**src/sv/dertlv_pkg.sv**
```systemverilog
package dertlv_pkg;

   // default geometry
   localparam int unsigned BUFFER_BYTES_DEF     = 65536;
   localparam int unsigned MAX_LENGTH_BYTES_DEF = 4;

   // result status codes
   localparam logic [2:0] STATUS_OK         = 3'd0;
   localparam logic [2:0] STATUS_HIGH_TAG   = 3'd1;
   localparam logic [2:0] STATUS_INDEFINITE = 3'd2;
   localparam logic [2:0] STATUS_LEN_LONG   = 3'd3;
   localparam logic [2:0] STATUS_TRUNCATED  = 3'd4;

   // universal tag numbers with extra decoding
   localparam logic [4:0] TAG_INTEGER    = 5'd2;
   localparam logic [4:0] TAG_BIT_STRING = 5'd3;
   localparam logic [4:0] TAG_HIGH_FORM  = 5'h1F;

   // header size limits
   localparam logic [2:0] HDR_MIN = 3'd2;
   localparam logic [2:0] HDR_MAX = 3'd6;

   // largest INTEGER content length that fits the value field
   localparam logic [31:0] INT_MAX_LEN = 32'd8;

endpackage

```
**src/sv/dertlv_req_if.sv**
```systemverilog
interface dertlv_req_if;
   logic       valid;
   logic       ready;
   logic [7:0] data_byte;
   logic       last;

   modport source (output valid, output data_byte, output last, input ready);
   modport sink (input valid, input data_byte, input last, output ready);
   modport monitor (input valid, input data_byte, input last, input ready);
endinterface

```
**src/sv/dertlv_rsp_if.sv**
```systemverilog
interface dertlv_rsp_if;
   logic               valid;
   logic               ready;
   logic        [2:0]  status;
   logic        [4:0]  tag_number;
   logic        [1:0]  tag_cls;
   logic               constructed;
   logic        [15:0] element_offset;
   logic        [2:0]  hdr_len;
   logic        [31:0] body_len;
   logic signed [63:0] int_value;
   logic               int_ok;
   logic        [34:0] bits_used;
   logic               bit_ok;

   modport source (output valid, output status, output tag_number, output tag_cls,
                   output constructed, output element_offset, output hdr_len,
                   output body_len, output int_value, output int_ok,
                   output bits_used, output bit_ok, input ready);
   modport sink (input valid, input status, input tag_number, input tag_cls,
                 input constructed, input element_offset, input hdr_len,
                 input body_len, input int_value, input int_ok,
                 input bits_used, input bit_ok, output ready);
   modport monitor (input valid, input status, input tag_number, input tag_cls,
                    input constructed, input element_offset, input hdr_len,
                    input body_len, input int_value, input int_ok,
                    input bits_used, input bit_ok, input ready);
endinterface

```
**src/sv/der_tlv_element_parser_top.sv**
```systemverilog
// a descriptor appears on rsp_port in the cycle after the byte that completes it
// throughput: one byte per cycle unless rsp stalls (single tag/length/content update)
// a new byte is taken while the output register drains (ready follows rsp ready)
// reset (synchronous, active high) returns to expecting a tag at buffer offset 0
// and empties the output register
module der_tlv_element_parser_top #(
   parameter int unsigned BUFFER_BYTES     = dertlv_pkg::BUFFER_BYTES_DEF,
   parameter int unsigned MAX_LENGTH_BYTES = dertlv_pkg::MAX_LENGTH_BYTES_DEF
) (
   input logic          clock,
   input logic          reset,
   dertlv_req_if.sink   req_port,
   dertlv_rsp_if.source rsp_port
);

   localparam int unsigned POS_W = $clog2(BUFFER_BYTES);

   // parse phases
   localparam logic [2:0] PH_TAG       = 3'd0;
   localparam logic [2:0] PH_LEN_FIRST = 3'd1;
   localparam logic [2:0] PH_LEN_MORE  = 3'd2;
   localparam logic [2:0] PH_CONTENT   = 3'd3;
   localparam logic [2:0] PH_HALT      = 3'd4;

   // parse state
   logic [2:0]       phase_ff, phase_in;
   logic [7:0]       tag_ff, tag_in;
   logic [31:0]      len_ff, len_in;
   logic [2:0]       len_left_ff, len_left_in;
   logic [2:0]       hdr_ff, hdr_in;
   logic [31:0]      content_left_ff, content_left_in;
   logic [POS_W-1:0] pos_ff, pos_in;
   logic [POS_W-1:0] start_ff, start_in;
   logic [63:0]      int_acc_ff, int_acc_in;
   logic [7:0]       first_ff, first_in;

   // output register
   logic               rsp_valid_ff;
   logic        [2:0]  status_ff;
   logic        [4:0]  tag_number_ff;
   logic        [1:0]  tag_cls_ff;
   logic               constructed_ff;
   logic        [15:0] offset_ff;
   logic        [2:0]  hdr_len_ff;
   logic        [31:0] body_len_ff;
   logic signed [63:0] int_value_ff;
   logic               int_ok_ff;
   logic        [34:0] bits_used_ff;
   logic               bit_ok_ff;

   logic        req_fire;
   logic        res_fire;
   logic        res_elem;
   logic [2:0]  res_status;
   logic [7:0]  b;
   logic [31:0] len_m1;
   logic [34:0] bit_full;
   logic        int_ok;
   logic        bit_ok;

   assign req_port.ready = !rsp_valid_ff || rsp_port.ready;
   assign req_fire       = req_port.valid && req_port.ready;
   assign b              = req_port.data_byte;

   // next parse state and result decision
   always_comb begin
      phase_in        = phase_ff;
      tag_in          = tag_ff;
      len_in          = len_ff;
      len_left_in     = len_left_ff;
      hdr_in          = hdr_ff;
      content_left_in = content_left_ff;
      pos_in          = pos_ff;
      start_in        = start_ff;
      int_acc_in      = int_acc_ff;
      first_in        = first_ff;
      res_fire        = 1'b0;
      res_elem        = 1'b0;
      res_status      = dertlv_pkg::STATUS_OK;
      if (req_fire) begin
         pos_in = (pos_ff == POS_W'(BUFFER_BYTES - 1)) ? '0 : pos_ff + 1'b1;
         unique case (phase_ff)
            PH_TAG: begin
               start_in        = pos_ff;
               tag_in          = b;
               hdr_in          = 3'd1;
               len_in          = '0;
               content_left_in = '0;
               int_acc_in      = '0;
               first_in        = '0;
               if (req_port.last) begin
                  res_fire   = 1'b1;
                  res_status = dertlv_pkg::STATUS_TRUNCATED;
                  phase_in   = PH_HALT;
               end else if (b[4:0] == dertlv_pkg::TAG_HIGH_FORM) begin
                  res_fire   = 1'b1;
                  res_status = dertlv_pkg::STATUS_HIGH_TAG;
                  phase_in   = PH_HALT;
               end else begin
                  phase_in = PH_LEN_FIRST;
               end
            end
            PH_LEN_FIRST: begin
               hdr_in = 3'd2;
               if (!b[7]) begin
                  len_in          = 32'(b);
                  content_left_in = 32'(b);
                  if (b == 8'd0) begin
                     res_fire = 1'b1;
                     res_elem = 1'b1;
                     phase_in = PH_TAG;
                  end else begin
                     phase_in = PH_CONTENT;
                  end
               end else if (b[6:0] == 7'd0) begin
                  res_fire   = 1'b1;
                  res_status = dertlv_pkg::STATUS_INDEFINITE;
                  phase_in   = PH_HALT;
               end else if (b[6:0] > 7'(MAX_LENGTH_BYTES)) begin
                  res_fire   = 1'b1;
                  res_status = dertlv_pkg::STATUS_LEN_LONG;
                  phase_in   = PH_HALT;
               end else begin
                  len_left_in = b[2:0];
                  len_in      = '0;
                  phase_in    = PH_LEN_MORE;
               end
            end
            PH_LEN_MORE: begin
               len_in      = {len_ff[23:0], b};
               hdr_in      = hdr_ff + 3'd1;
               len_left_in = len_left_ff - 3'd1;
               if (len_left_in == 3'd0) begin
                  content_left_in = len_in;
                  if (len_in == 32'd0) begin
                     res_fire = 1'b1;
                     res_elem = 1'b1;
                     phase_in = PH_TAG;
                  end else begin
                     phase_in = PH_CONTENT;
                  end
               end
            end
            PH_CONTENT: begin
               if (content_left_ff == len_ff) begin
                  first_in   = b;
                  int_acc_in = {{56{b[7]}}, b};
               end else begin
                  int_acc_in = {int_acc_ff[55:0], b};
               end
               content_left_in = content_left_ff - 32'd1;
               if (content_left_in == 32'd0) begin
                  res_fire = 1'b1;
                  res_elem = 1'b1;
                  phase_in = PH_TAG;
               end
            end
            default: begin
               // halted after an error: drop bytes until the buffer ends
            end
         endcase
         // end of buffer: report an unfinished element, then restart
         if (req_port.last) begin
            if (!res_fire && phase_in != PH_TAG && phase_in != PH_HALT) begin
               res_fire   = 1'b1;
               res_status = dertlv_pkg::STATUS_TRUNCATED;
            end
            phase_in = PH_TAG;
            pos_in   = '0;
         end
      end
   end

   // INTEGER and BIT STRING decoding of the finished element
   assign len_m1   = len_in - 32'd1;
   assign bit_full = {len_m1, 3'b000};
   assign int_ok   = res_elem && tag_in[4:0] == dertlv_pkg::TAG_INTEGER &&
                     len_in != 32'd0 && len_in <= dertlv_pkg::INT_MAX_LEN;
   assign bit_ok   = res_elem && tag_in[4:0] == dertlv_pkg::TAG_BIT_STRING &&
                     len_in != 32'd0 && first_in[7:3] == 5'd0 &&
                     35'(first_in[2:0]) <= bit_full;

   // parse state registers
   always_ff @(posedge clock) begin
      if (reset) begin
         phase_ff <= PH_TAG;
         pos_ff   <= '0;
      end else begin
         phase_ff <= phase_in;
         pos_ff   <= pos_in;
      end
      tag_ff          <= tag_in;
      len_ff          <= len_in;
      len_left_ff     <= len_left_in;
      hdr_ff          <= hdr_in;
      content_left_ff <= content_left_in;
      start_ff        <= start_in;
      int_acc_ff      <= int_acc_in;
      first_ff        <= first_in;
   end

   // output word register
   always_ff @(posedge clock) begin
      if (reset) begin
         rsp_valid_ff <= 1'b0;
      end else if (res_fire) begin
         rsp_valid_ff <= 1'b1;
      end else if (rsp_port.ready) begin
         rsp_valid_ff <= 1'b0;
      end
      if (res_fire) begin
         status_ff      <= res_status;
         tag_number_ff  <= tag_in[4:0];
         tag_cls_ff     <= tag_in[7:6];
         constructed_ff <= tag_in[5];
         offset_ff      <= 16'(start_in);
         hdr_len_ff     <= res_elem ? hdr_in : 3'd0;
         body_len_ff    <= res_elem ? len_in : 32'd0;
         int_value_ff   <= int_ok ? $signed(int_acc_in) : 64'sd0;
         int_ok_ff      <= int_ok;
         bits_used_ff   <= bit_ok ? bit_full - 35'(first_in[2:0]) : 35'd0;
         bit_ok_ff      <= bit_ok;
      end
   end

   assign rsp_port.valid          = rsp_valid_ff;
   assign rsp_port.status         = status_ff;
   assign rsp_port.tag_number     = tag_number_ff;
   assign rsp_port.tag_cls        = tag_cls_ff;
   assign rsp_port.constructed    = constructed_ff;
   assign rsp_port.element_offset = offset_ff;
   assign rsp_port.hdr_len        = hdr_len_ff;
   assign rsp_port.body_len       = body_len_ff;
   assign rsp_port.int_value      = int_value_ff;
   assign rsp_port.int_ok         = int_ok_ff;
   assign rsp_port.bits_used      = bits_used_ff;
   assign rsp_port.bit_ok         = bit_ok_ff;

endmodule

```
**src/flat_wrapper.sv**
```systemverilog
// flat-port wrapper written by rule: the top's interface ports become plain ports
module der_tlv_element_parser_top_flat 
#(
   parameter int unsigned BUFFER_BYTES     = dertlv_pkg::BUFFER_BYTES_DEF,
   parameter int unsigned MAX_LENGTH_BYTES = dertlv_pkg::MAX_LENGTH_BYTES_DEF
)
  (clock, reset, req_port_valid, req_port_data_byte, req_port_last, req_port_ready, rsp_port_valid, rsp_port_status, rsp_port_tag_number, rsp_port_tag_cls, rsp_port_constructed, rsp_port_element_offset, rsp_port_hdr_len, rsp_port_body_len, rsp_port_int_value, rsp_port_int_ok, rsp_port_bits_used, rsp_port_bit_ok, rsp_port_ready);
  dertlv_req_if req_port_i ();
  dertlv_rsp_if rsp_port_i ();
  input logic clock;
  input logic reset;
  input wire logic [$bits(req_port_i.valid)-1:0] req_port_valid;
  input wire logic [$bits(req_port_i.data_byte)-1:0] req_port_data_byte;
  input wire logic [$bits(req_port_i.last)-1:0] req_port_last;
  output wire logic [$bits(req_port_i.ready)-1:0] req_port_ready;
  output wire logic [$bits(rsp_port_i.valid)-1:0] rsp_port_valid;
  output wire logic [$bits(rsp_port_i.status)-1:0] rsp_port_status;
  output wire logic [$bits(rsp_port_i.tag_number)-1:0] rsp_port_tag_number;
  output wire logic [$bits(rsp_port_i.tag_cls)-1:0] rsp_port_tag_cls;
  output wire logic [$bits(rsp_port_i.constructed)-1:0] rsp_port_constructed;
  output wire logic [$bits(rsp_port_i.element_offset)-1:0] rsp_port_element_offset;
  output wire logic [$bits(rsp_port_i.hdr_len)-1:0] rsp_port_hdr_len;
  output wire logic [$bits(rsp_port_i.body_len)-1:0] rsp_port_body_len;
  output wire logic [$bits(rsp_port_i.int_value)-1:0] rsp_port_int_value;
  output wire logic [$bits(rsp_port_i.int_ok)-1:0] rsp_port_int_ok;
  output wire logic [$bits(rsp_port_i.bits_used)-1:0] rsp_port_bits_used;
  output wire logic [$bits(rsp_port_i.bit_ok)-1:0] rsp_port_bit_ok;
  input wire logic [$bits(rsp_port_i.ready)-1:0] rsp_port_ready;
  assign req_port_i.valid = req_port_valid;
  assign req_port_i.data_byte = req_port_data_byte;
  assign req_port_i.last = req_port_last;
  assign req_port_ready = req_port_i.ready;
  assign rsp_port_valid = rsp_port_i.valid;
  assign rsp_port_status = rsp_port_i.status;
  assign rsp_port_tag_number = rsp_port_i.tag_number;
  assign rsp_port_tag_cls = rsp_port_i.tag_cls;
  assign rsp_port_constructed = rsp_port_i.constructed;
  assign rsp_port_element_offset = rsp_port_i.element_offset;
  assign rsp_port_hdr_len = rsp_port_i.hdr_len;
  assign rsp_port_body_len = rsp_port_i.body_len;
  assign rsp_port_int_value = rsp_port_i.int_value;
  assign rsp_port_int_ok = rsp_port_i.int_ok;
  assign rsp_port_bits_used = rsp_port_i.bits_used;
  assign rsp_port_bit_ok = rsp_port_i.bit_ok;
  assign rsp_port_i.ready = rsp_port_ready;
  der_tlv_element_parser_top #(.BUFFER_BYTES(BUFFER_BYTES), .MAX_LENGTH_BYTES(MAX_LENGTH_BYTES)) u_core (.clock(clock), .reset(reset), .req_port(req_port_i), .rsp_port(rsp_port_i));
endmodule
```
**config.mk**
```make
export PLATFORM = sky130hd
export DESIGN_NAME = der_tlv_element_parser_top_flat
export DESIGN_NICKNAME = d
export VERILOG_FILES = /design/src/sv/dertlv_pkg.sv /design/src/sv/dertlv_req_if.sv /design/src/sv/dertlv_rsp_if.sv /design/src/sv/der_tlv_element_parser_top.sv /design/src/flat_wrapper.sv
export SDC_FILE = /design/constraint.sdc
export NUM_CORES = 1
export LEC_CHECK = 0
export ABC_AREA = 1
export BUFFER_PORTS_ARGS = -buffer_cell sky130_fd_sc_hd__buf_2
export CAP_MARGIN = 20
export CORE_AREA = 2 2 162 243
export DETAILED_ROUTE_END_ITERATION = 6
export DIE_AREA = 0 0 164 245
export PLACE_DENSITY_LB_ADDON = 0.3
export REMOVE_ABC_BUFFERS = 1
export SLEW_MARGIN = 10
export SYNTH_ARGS = -nofsm -noshare
export SYNTH_HDL_FRONTEND = slang
export SYNTH_SLANG_ARGS = --single-unit
```
**constraint.sdc**
```tcl
create_clock -name clock -period 7.5 [get_ports clock]
set_input_delay 1.5 -clock clock [delete_from_list [all_inputs] [get_ports clock]]
set_output_delay 1.5 -clock clock [all_outputs]
set_load 0.005 [all_outputs]
```
# --- Yosys cells after proc, flatten, opt, wreduce, memory -nomap -nowiden ---
# Cells that the tools add are included.
op_classes:
  order_cmp: 3
  addsub: 6
  n_mux: 65
  n_eq_ne: 14
  n_reduce_logical: 27
ops:
  columns: ["op", "count"]
  rows:
  - ["two-way mux 32 bit", 6]
  - ["two-way mux 64 bit", 2]
  - ["one-hot mux 32 bit (4 select lines)", 1]
  - ["one-hot mux 64 bit (2 select lines)", 1]
  - ["one-hot mux 32 bit (3 select lines)", 1]
  - ["logical NOT 32 bit", 2]
  - ["two-way mux 16 bit", 4]
  - ["subtractor 32 x 1 -> 32 bit, second input constant", 2]
  - ["two-way mux 3 bit", 18]
  - ["less-or-equal comparator 3 x 35 -> 1 bit", 1]
  - ["subtractor 35 x 3 -> 35 bit", 1]
  - ["== test 32 bit", 1]
  - ["less-or-equal comparator 32 x 4 -> 1 bit, second input constant", 1]
  - ["two-way mux 8 bit", 4]
  - ["nonzero test 32 bit", 1]
  - ["two-way mux 1 bit", 18]
  - ["adder 16 x 1 -> 16 bit, second input constant", 1]
  - ["== test 16 bit, second input constant", 1]
  - ["one-hot mux 8 bit (2 select lines)", 1]
  - ["one-hot mux 3 bit (2 select lines)", 2]
  - ["one-hot mux 3 bit (4 select lines)", 1]
  - ["== test 5 x 2 -> 1 bit, second input constant", 2]
  - ["logical AND 1 bit", 10]
  - ["one-hot mux 3 bit (3 select lines)", 1]
  - ["23 further kinds", 32]
totals:
  in_bits: 13
  word_cells: 137
  register_bits: 349

# --- Longest topological paths before layout ---
# Gate-level depths: netlist (run 1).
depth:
  ltp_word: 13
  mapped_depth: 28

# --- Worst setup path before layout (run 1) ---
# OpenSTA, ideal clock, no wires.
synth_timing:
  path_type: "input -> register"
  start: "input port req_port_data_byte[5]"
  end: "register u_core.bit_ok_ff (netlist: u_core.rsp_port.bit_ok), enable pin"
  arrival_time_ns: 5.474
  cell_stages: 16
  setup_time_ns: 1.349
  slack_ns: 0.677
  required_ns: 6.151
  path_cell_list: "inv_2 nand2_1 nor2_2 inv_1 nor2_1 inv_1 nor2_1 nand3_1 nand2_1 o21ai_0 a221oi_1 nand2_1 nand2_1 nand2_1 nand2_1 nand2_1"
synth_between:
  elab_chain_cells: 12
  word_cells_on_any_way: 28
  cone_classes: "order compare (1); eq/ne (1); mux (19); reduce/logical (7)"
synth_lines:
  columns: ["item", "line", "text"]
  rows:
  - ["from (decl)", "flat_wrapper.sv:13", "input wire logic [$bits(req_port_i.data_byte)-1:0] req_port_data_byte;"]
  - ["greater-than comparator 7 x 3 -> 1 bit", "der_tlv_element_parser_top.sv:119", "end else if (b[6:0] > 7'(MAX_LENGTH_BYTES)) begin"]
  - ["two-way mux 3 bit or two-way mux 1 bit (tied branches)", "der_tlv_element_parser_top.sv:119", null]
  - ["two-way mux 3 bit or two-way mux 1 bit (tied branches)", "der_tlv_element_parser_top.sv:115", "end else if (b[6:0] == 7'd0) begin"]
  - ["two-way mux 3 bit or two-way mux 1 bit (tied branches)", "der_tlv_element_parser_top.sv:105", "if (!b[7]) begin"]
  - ["one-hot mux 3 bit (4 select lines) or one-hot mux 1 bit (4 select lines) (tied branches)", "der_tlv_element_parser_top.sv:82", "unique case (phase_ff)"]
  - ["two-way mux 3 bit or two-way mux 1 bit (tied branches)", "der_tlv_element_parser_top.sv:80", "if (req_fire) begin"]
  - ["nonzero test 3 bit or logical NOT 1 bit (tied branches)", "der_tlv_element_parser_top.sv:164", "if (!res_fire && phase_in != PH_TAG && phase_in != PH_HALT) begin"]
  - ["logical AND 1 bit (2 in a row)", "der_tlv_element_parser_top.sv:164", null]
  - ["two-way mux 1 bit", "der_tlv_element_parser_top.sv:164", null]
  - ["two-way mux 1 bit *", "der_tlv_element_parser_top.sv:163", "if (req_port.last) begin"]
  - ["two-way mux 1 bit *", "der_tlv_element_parser_top.sv:80", null]
  - ["via u_core.res_fire", "der_tlv_element_parser_top.sv:52", "logic res_fire;"]
  - ["to (signal assigned)", "der_tlv_element_parser_top.sv:222", "bit_ok_ff <= bit_ok;"]
  - ["to (decl)", "der_tlv_element_parser_top.sv:49", "logic bit_ok_ff;"]
# The timed path passes the listed nets; every way through them passes the cells marked *. The select of a mux whose other input is x is not followed.
# A chain may end at the register's enable or synchronous reset.

# --- Worst setup path after layout (run 1) ---
layout_timing:
  start: "input port rsp_port_ready"
  end: "register u_core.bits_used_ff[20] (netlist: u_core.rsp_port.bits_used[20]) (data pin)"
layout_between:
  elab_chain_cells: 8
  word_cells_on_any_way: 16
  cone_classes: "add/sub (2); order compare (1); eq/ne (1); mux (4); reduce/logical (8)"
layout_lines:
  columns: ["item", "line", "text"]
  rows:
  - ["from (decl)", "flat_wrapper.sv:28", "input wire logic [$bits(rsp_port_i.ready)-1:0] rsp_port_ready;"]
  - ["logical OR 1 bit *", "der_tlv_element_parser_top.sv:61", "assign req_port.ready = !rsp_valid_ff || rsp_port.ready;"]
  - ["logical AND 1 bit *", "der_tlv_element_parser_top.sv:62", "assign req_fire = req_port.valid && req_port.ready;"]
  - ["parallel branches: the longest is 6 deep, another holds less-or-equal comparator 3 x 35 -> 1 bit", null, null]
  - ["to (signal assigned)", "der_tlv_element_parser_top.sv:221", "bits_used_ff <= bit_ok ? bit_full - 35'(first_in[2:0]) : 35'd0;"]
  - ["to (decl)", "der_tlv_element_parser_top.sv:48", "logic [34:0] bits_used_ff;"]
# Mark *: on every way between the ends.

==> flow_metrics.env, run 1 <==
export IMPL_yosysSeqAreaShare=0.5171
export IMPL_power_leakage_nw=8.854
export IMPL_die_x_microns=164
export IMPL_min_from="u_core.start_ff[8]"
export IMPL_grt_pass1_vias=13720
export IMPL_ctsResizeCount=0
export IMPL_grt_pass1_wl_microns=72040
export IMPL_track_usage=0.2292
export IMPL_avgViaCountPerCell=5.172
export IMPL_worst_path_max_delay_cell="a21oi_2"
export IMPL_r2r_start="u_core.phase_ff[2]"
export IMPL_clock_latency_ns=0.55
export IMPL_fin_worst_skew_ns=0.03731
export IMPL_numCtsBuffers=34
export IMPL_die_y_microns=245
export IMPL_yosysWarnings=0
export IMPL_synth_top_area_frac=0.3428
export IMPL_drc=0
export IMPL_syn_area_sq_um=17340
export IMPL_rsz0062_at_grt="no"
export IMPL_powerDensity_nw_per_um2=230.9
export IMPL_final_util=0.5191
export IMPL_layout_cells_non_filler=2685
export IMPL_period_needed_ns=5.205
export IMPL_slew_violations=0
export IMPL_overflow=0
export IMPL_end_kind="register"
export IMPL_clockRootBuffer="clkbuf_16"
export IMPL_ant_nets=0
export IMPL_antenna_found_initial=0
export IMPL_arrival_ns=5.47
export IMPL_vias=13890
export IMPL_initial_core_util=0.4539
export IMPL_n_antenna_cell=0
export IMPL_maxCapViolations=0
export IMPL_gp_congestion=0.9833
export IMPL_die_area_sq_um=40180
export IMPL_postCtsHoldBufs=0
export IMPL_drt_iter0_markers=1115
export IMPL_fin_tns_setup_ns=0
export IMPL_critPathLaunch="rsp_port_ready"
export IMPL_core_area_sq_um=38210
export IMPL_finish_net_count=2189
export IMPL_clkSinkCount=349
export IMPL_synth_top_cell_by_area="edfxtp_1"
export IMPL_cp_start_kind="input pin"
export IMPL_firstDrtPassIters=5
export IMPL_tritoncts="built"
export IMPL_worstMarginPinSlew_ns=0.9037
export IMPL_ios=178
export IMPL_worst_hold_path_type="register to register"
export IMPL_fmaxAchievable_mhz=192.1
export IMPL_setup_viol=0
export IMPL_post_cts_repair_setup_buffers=0
export IMPL_routed_wl_microns=46140
export IMPL_wl_per_cell_microns=17.18
export IMPL_drive_gt1_frac=0.1808
export IMPL_syn_avg_cell_area_sq_um=8.711
export IMPL_fin_crit_sh=0.6940
export IMPL_dp_cells=2621
export IMPL_cts_path_max_buffers=3
export IMPL_slew_headroom=0.3976
export IMPL_hold_violations=0
export IMPL_max_stage_delay_ns=0.47
export IMPL_yosys_top_cells_area="edfxtp_1 34%, dfxtp_1 17%, nand2_1 9.1%"
export IMPL_status="finished, final reports clean"
export IMPL_synth_cell_type_count=58
export IMPL_synth_seq_cells=349
export IMPL_syn_inst=1991
export IMPL_syn2layout_area_growth_pct=14.35
export IMPL_async_flop_share=0
export IMPL_grt_max_degree=68
export IMPL_path_max_fanout=31
export IMPL_synth_edff_count=198
export IMPL_rows=88
export IMPL_path_class="input pin to register"
export IMPL_synth_ff_type="edfxtp_1"
export IMPL_irDropWorstVdd_mv=0.1933
export IMPL_cp_required_ns=7.77
export IMPL_numPortBuffers=177
export IMPL_htree_levels=2
export IMPL_dp_hpwl_microns=34720
export IMPL_total_power_w=0.004578
export IMPL_clk_pin_slew_ns=0.06
==> layout by cell type, fill, tap and decap left out, types with 28 or more instances in the layout <==
| cell | n |
|---|---|
| edfxtp_1 | 198 |
| o22ai_1 | 28 |
| nand2_1 | 420 |
| o21ai_0 | 47 |
| xnor2_1 | 34 |
| nand4_1 | 36 |
| inv_1 | 269 |
| nor2_1 | 290 |
| buf_2 | 177 |
| clkbuf_16 | 35 |
| xor2_1 | 43 |
| nor2_4 | 39 |
| nand3_1 | 101 |
| dfxtp_1 | 151 |
| a221oi_1 | 52 |
==> synthesized netlist by cell type, types with 4 or more instances <==
| cell | count |
|---|---|
| nor4_1 | 5 |
| xor2_1 | 43 |
| buf_2 | 8 |
| nand2_1 | 421 |
| a22o_1 | 4 |
| nand2_4 | 4 |
| nand2_2 | 23 |
| nor2_1 | 292 |
| a21boi_1 | 4 |
| a21boi_2 | 4 |
| nor2_2 | 19 |
| o21ai_0 | 47 |
| a21oi_4 | 6 |
| o21ai_1 | 9 |
| edfxtp_1 | 198 |
| a221oi_1 | 52 |
| ha_1 | 11 |
| xnor2_1 | 34 |
| a21oi_1 | 25 |
| o21ai_2 | 5 |
| nand4_1 | 36 |
| o22ai_1 | 28 |
| nor2_4 | 37 |
| inv_1 | 269 |
| a22oi_1 | 9 |
| nor3_1 | 28 |
| clkbuf_1 | 37 |
| nand3_1 | 101 |
| dfxtp_1 | 151 |
| buf_12 | 4 |
| inv_2 | 27 |
==> final cells by class <==
type                    instances  area [sq um]
inverters                     299          1125
fillers                      3604         18380
well taps                     495         619.3
repair buffers                192          1060
clock buffers                  41         908.4
clock inverters                20         161.4
flip-flops and latches        349          8969
multi-input cells            1289          6989
==> routing by layer <==
metal	track usage	share of wire	up-vias
met2	0.4132	0.52	392
met3	0.02873	0.042	105
met1	0.2652	0.39	6520
met4	0.1133	0.048	0
li1	-	-	6870
met5	0	0	-
==> state kept, by name (all words and copies together) (netlist names), 5 cells and up <==
signal and count:
u_core.rsp_port.body_len 32, u_core.content_left_ff 32, u_core.rsp_port.bits_used 35, u_core.start_ff 16, u_core.rsp_port.element_offset 16, u_core.rsp_port.tag_number 5, u_core.len_ff 32, u_core.int_acc_ff 64
u_core.pos_ff 16, u_core.rsp_port.int_value 64, u_core.first_ff 8, u_core.tag_ff 8
==> report_power, final <==
| part | internal, W | switching [W] |
|---|---|---|
| Clock | 0.000911 | 0.000748 |
| Sequential | 0.00216 | 0.0000536 |
| Combinational | 0.000214 | 0.000498 |
| Total | 0.00328 | 0.00130 |
==> final timing paths <==
path | depth (start not counted) | endpoint | slack [ns]
worst max-delay path | 26 | u_core.rsp_port.bits_used[20] | 2.29
worst min-delay path | 2 | u_core.start_ff[8] | 0.46
worst max register to register | 24 | u_core.rsp_port.bits_used[20] | 2.34
worst min register to register | 2 | u_core.start_ff[8] | 0.46
==> metrics by stage <==
step                cell area [sq um]  setup WS [ns]  hold WS [ns]
floorplan                       17040         0.6760        0.4117
global placement                18700          1.845        0.4237
detailed placement              18700          1.771        0.4458
CTS                             19770          2.300        0.4624
global route                    19830          1.835        0.4922
finish                          19830          2.295        0.4644
==> kinds of logic (layout without fill, tap and decap cells) <==
family	after synthesis	after routing	synth area share
and+or+nand+nor	988	988	0.2637
AOI/OAI and AO/OA	213	213	0.09018
xor gates and xnor gates	77	77	0.03889
adders and majority gates	11	11	0.007936
buffers and inverters	353	552	0.08217
DFF	349	349	0.5171
==> critical path, delay by kind of cell <==
kind | cells | cell delay, ns
simple gates | 16 | 2.05
compound gates | 1 | 0.47
buf+inv | 8 | 1.12
fa+ha+maj | 1 | 0.31
(Power assumes the default switching activity.)
==> run 2: changes to the inputs <==
clock period = 4.7 ns   (was 7.5 ns; I/O delays follow)
==> run 2 against run 1 <==
Compared with the run above:
- via count grew 0.89%
- clock skew shrank 0.024 ns
- combinational power grew 62%
- critical path type is now register to register
- critical endpoint is now u_core.rsp_port.body_len[19]
==> flow_metrics.env, run 2 (same netlist as run 1, synthesis figures left out) <==
export IMPL_r2r_start="u_core.content_left_ff[0]"
export IMPL_die_area_sq_um=40180
export IMPL_clock_latency_ns=0.54
export IMPL_numCtsBuffers=35
export IMPL_grt_max_degree=63
export IMPL_slew_headroom=0.4320
export IMPL_setup_reg_to_reg_worst_slack_ns=0.60
export IMPL_hold_ws_ns=0.4437
export IMPL_antenna_found_initial=0
export IMPL_final_util=0.5287
export IMPL_worst_hold_path_type="register to register"
export IMPL_total_power_w=0.007529
export IMPL_rsz0062_at_grt="no"
export IMPL_die_y_microns=245
export IMPL_placement_cell_area_sq_um=19020
export IMPL_clk_pin_slew_ns=0.07
export IMPL_drc=0
export IMPL_rows=88
export IMPL_setup_viol=0
export IMPL_core_area_sq_um=38210
export IMPL_dp_hpwl_microns=35800
export IMPL_n_antenna_cell=0
export IMPL_numPortBuffers=177
export IMPL_htree_levels=2
export IMPL_fmaxAchievable_mhz=243.6
export IMPL_tritoncts="built"
export IMPL_cts_path_max_buffers=3
export IMPL_status="finished, final reports clean"
export IMPL_syn2layout_area_growth_pct=16.47
export IMPL_slew_violations=0
export IMPL_path_class="register to register"
export IMPL_ios=178
export IMPL_maxCapViolations=0
export IMPL_grt_pass1_vias=13670
export IMPL_period_needed_ns=4.104
export IMPL_clockRootBuffer="clkbuf_16"
export IMPL_worstMarginPinSlew_ns=0.8442
export IMPL_wl_per_cell_microns=17.31
export IMPL_clkSinkCount=349
export IMPL_initial_core_util=0.4539
export IMPL_arrival_ns=4.31
export IMPL_gp_congestion=0.9255
export IMPL_end_kind="register"
export IMPL_drt_iter0_markers=1100
export IMPL_regToRegEndpoint="u_core.rsp_port.body_len[19]"
export IMPL_postCtsHoldBufs=0
export IMPL_irDropWorstVdd_mv=0.2947
export IMPL_routed_wl_microns=47090
export IMPL_ant_nets=0
export IMPL_grt_pass1_wl_microns=73170
export IMPL_reg2regPathDepth=16
export IMPL_critPathLaunch="u_core.content_left_ff[0]"
export IMPL_fin_worst_skew_ns=0.01306
export IMPL_post_cts_repair_setup_buffers=0
export IMPL_final_common_cell="nand2_1"
export IMPL_drive_gt1_frac=0.1942
export IMPL_track_usage=0.2325
export IMPL_finish_net_count=2222
export IMPL_final_cell_mix="420 x nand2_1, 290 x nor2_1, 269 x inv_1"
export IMPL_fin_crit_sh=0.8733
export IMPL_hold_violations=0
export IMPL_powerDensity_nw_per_um2=372.7
export IMPL_overflow=0
export IMPL_die_x_microns=164
export IMPL_cp_required_ns=4.90
export IMPL_ctsResizeCount=0
export IMPL_stdcell_area_sq_um=20200
export IMPL_power_leakage_nw=9.057
export IMPL_avgViaCountPerCell=5.151
export IMPL_path_max_fanout=61
export IMPL_critPathCapture="u_core.rsp_port.body_len[19]"
export IMPL_vias=14010
export IMPL_firstDrtPassIters=6
export IMPL_cp_start_kind="register"
==> run 2: worst min-delay path by stage <==
stage                        from                 end  slack, ns  cells after the start
3_5_place_dp   u_core.start_ff[8]  u_core.start_ff[8]       0.43                      2
3_3_place_gp   u_core.start_ff[8]  u_core.start_ff[8]       0.43                      2
2_1_floorplan  u_core.start_ff[8]  u_core.start_ff[8]       0.41                      2
5_1_grt        u_core.start_ff[5]  u_core.start_ff[5]       0.49                      2
6_report       u_core.start_ff[8]  u_core.start_ff[8]       0.44                      2
4_1_cts        u_core.start_ff[8]  u_core.start_ff[8]       0.45                      2
==> run 2: report_power, final <==
part	leakage, nW	switching (W)	internal [W]
clock	0.569	0.00123	0.00163
combinational	5.32	0.000802	0.000352
sequential	3.17	0.0000857	0.00344
total	9.06	0.00211	0.00542
==> run 2: routing by layer <==
layer,global-route usage,share of wire,vias up
met5,0,0,-
met4,0.09572,0.041,0
met2,0.4097,0.51,376
met3,0.02889,0.043,100
li1,-,-,6947
met1,0.2857,0.41,6588
==> run 2: stage by stage <==
stage          TNS, ns  setup WS [ns]  std cells
2_1_floorplan  -320.17         -1.670       1937
3_3_place_gp         0         0.1226       2655
3_5_place_dp         0         0.1224       2655
4_1_cts              0         0.6423       2719
5_1_grt              0         0.2924       2720
6_report             0         0.5957       2720
==> run 2: final cells by class <==
type                       instances  area (sq um)
sequential                       349          8969
inverter                         299          1125
fill                            3521         18010
tap                              495         619.3
multi-input combinational       1289          6989
clock buffer                      44         950.9
timing repair buffer             224          1323
clock inverter                    20         224.0
==> run 2: critical path, stage by stage (launching register included) <==
cell	delay (ns)
edfxtp_1	0.46
inv_1	0.15
ha_1	0.20
nand3_1	0.15
nor2_1	0.25
nand2_1	0.18
nor4_1	0.34
xor2_1	0.29
nand2_1	0.09
nor2_1	0.09
nand2_1	0.06
nor2_1	0.20
nand4_1	0.26
nand2_1	0.16
o21ai_0	0.19
nand2_4	0.29
buf_12	0.32
==> run 3: changes to the inputs <==
PLACE_DENSITY = 0.7   (was default)
PLACE_DENSITY_LB_ADDON = default   (was 0.3)
==> run 3 against run 2 <==
Compared with the run above:
- cell area is 0.26% higher
- combinational power about the same
- worst hold slack improved by 0.028 ns
- clock skew up 0.0059 ns
- wire length shrank 1.5%
- critical path depth rose by 7
- critical path type unchanged
- critical endpoint is now u_core.rsp_port.bits_used[32]
==> flow_metrics.env, run 3 (same netlist as run 1, synthesis figures left out) <==
export IMPL_power_leakage_nw=9.096
export IMPL_grt_pass1_vias=13840
export IMPL_syn2layout_area_growth_pct=16.77
export IMPL_min_path_cells=2
export IMPL_cp_required_ns=4.99
export IMPL_drive_gt1_frac=0.1964
export IMPL_fin_worst_skew_ns=0.01898
export IMPL_end_kind="register"
export IMPL_slew_headroom=0.3860
export IMPL_gp_congestion=0.9720
export IMPL_drt_iter0_markers=1048
export IMPL_final_common_cell="nand2_1"
export IMPL_grt_max_degree=63
export IMPL_overflow=0
export IMPL_irDropWorstVdd_mv=0.2552
export IMPL_die_area_sq_um=40180
export IMPL_track_usage=0.2295
export IMPL_ant_nets=0
export IMPL_final_util=0.5301
export IMPL_arrival_ns=4.42
export IMPL_period_needed_ns=4.126
export IMPL_worstMarginPinSlew_ns=0.9187
export IMPL_fill_cells=3477
export IMPL_layout_setup_ws_ns=0.5742
export IMPL_wl_per_cell_microns=17.02
export IMPL_cts_path_max_buffers=3
export IMPL_finish_net_count=2227
export IMPL_postCtsHoldBufs=0
export IMPL_grt_pass1_wl_microns=72420
export IMPL_final_cell_mix="420 x nand2_1, 290 x nor2_1, 269 x inv_1"
export IMPL_path_class="register to register"
export IMPL_ff_latch_area_sq_um=8969
export IMPL_reg2regPathDepth=23
export IMPL_htree_levels=2
export IMPL_initial_core_util=0.4539
export IMPL_ios=178
export IMPL_numPortBuffers=177
export IMPL_drc=0
export IMPL_cp_start_kind="register"
export IMPL_die_x_microns=164
export IMPL_max_stage_delay_ns=0.42
export IMPL_clkSinkCount=349
export IMPL_post_cts_repair_setup_buffers=0
export IMPL_worst_hold_path_type="register to register"
export IMPL_dp_worst_setup_slack_ns=0.2038
export IMPL_powerDensity_nw_per_um2=371.5
export IMPL_tritoncts="built"
export IMPL_n_antenna_cell=0
export IMPL_maxCapViolations=0
export IMPL_cp_cell_sequence="xnor2_1, nand2_1, nor2_1, nand2_1, nor2_1, nand2_1, nand2_1, nand3_1, nand2_1, inv_1, ha_1, nand2_1, nand2_1, nor3_1, buf_4, and2_1, nand2_2, nor2_2, nand2_1, nand2_1, nand2_1, inv_1, nor2_4"
export IMPL_clockRootBuffer="clkbuf_16"
export IMPL_multi_input_area_sq_um=6990
export IMPL_antenna_found_initial=0
export IMPL_worst_path_max_delay_cell="edfxtp_1"
export IMPL_ctsResizeCount=0
export IMPL_numCtsBuffers=35
export IMPL_dp_hpwl_microns=35520
export IMPL_crit_top_cell="nand2_1"
export IMPL_clk_pin_slew_ns=0.06
export IMPL_routed_wl_microns=46380
export IMPL_die_y_microns=245
export IMPL_status="finished, final reports clean"
export IMPL_path_max_fanout=12
export IMPL_core_area_sq_um=38210
export IMPL_vias=14190
export IMPL_rsz0062_at_grt="no"
export IMPL_clock_latency_ns=0.54
export IMPL_rows=88
export IMPL_hold_violations=0
export IMPL_setup_viol=0
export IMPL_fin_crit_sh=0.8778
export IMPL_slew_violations=0
export IMPL_firstDrtPassIters=7
export IMPL_total_power_w=0.007524
export IMPL_fmaxAchievable_mhz=242.4
export IMPL_avgViaCountPerCell=5.208
run 3: cell count changes in the layout (fill, tap and decap cells not counted), moves of 2 or more:
cell        change
clkbuf_8        +2
clkinvlp_4      -2
clkinv_1        -2
buf_4           +5
run 3: final timing paths:
path / from / end / slack [ns]
max: u_core.content_left_ff[30] / u_core.rsp_port.bits_used[32] / 0.57
min: u_core.start_ff[7] / u_core.start_ff[7] / 0.47
max reg2reg: u_core.content_left_ff[30] / u_core.rsp_port.bits_used[32] / 0.57
min reg2reg: u_core.start_ff[7] / u_core.start_ff[7] / 0.47
run 3: power by group:
part / switching (W) / total, W / leakage [nW] / internal [W]
sequential: 0.0000891 / 0.00353 / 3.17 / 0.00344
clock: 0.00121 / 0.00284 / 0.575 / 0.00163
combinational: 0.000796 / 0.00115 / 5.35 / 0.000358
total: 0.00210 / 0.00752 / 9.10 / 0.00542
run 3: area by class of cell:
class / instances / area share
Sequential cell: 349 / 0.4429
Multi-Input combinational cell: 1289 / 0.3452
Timing Repair Buffer: 229 / 0.06796
Inverter: 299 / 0.05554
Clock buffer: 47 / 0.04745
Tap cell: 495 / 0.03058
Clock inverter: 17 / 0.01044
run 3: per-layer routing:
metal  wire length, microns  GRT usage  vias up
met1                  18450     0.2731     6664
met5                      0          0        -
met4                   2177     0.1066        0
li1                       -          -     6965
met2                  23600     0.4097      449
met3                   2154    0.02704      113
run 3: stage by stage:
step	TNS (ns)	cells	hold slack, ns	instance area, sq um
after CTS	0	2725	0.4719	20250
final	0	2725	0.4712	20250
after detailed placement	0	2661	0.4462	19080
after global routing	0	2725	0.4986	20250
after floorplan	-320.17	1937	0.4117	17040
after global placement	0	2661	0.4251	19080
run 3: critical path, delay by kind of cell, from the launching register on:
family        cells  cell delay [ns]
simple gates     18             2.45
buf+inv           3             0.35
fa+ha+maj         1             0.24
flops             1             0.42
xor+xnor          1             0.40
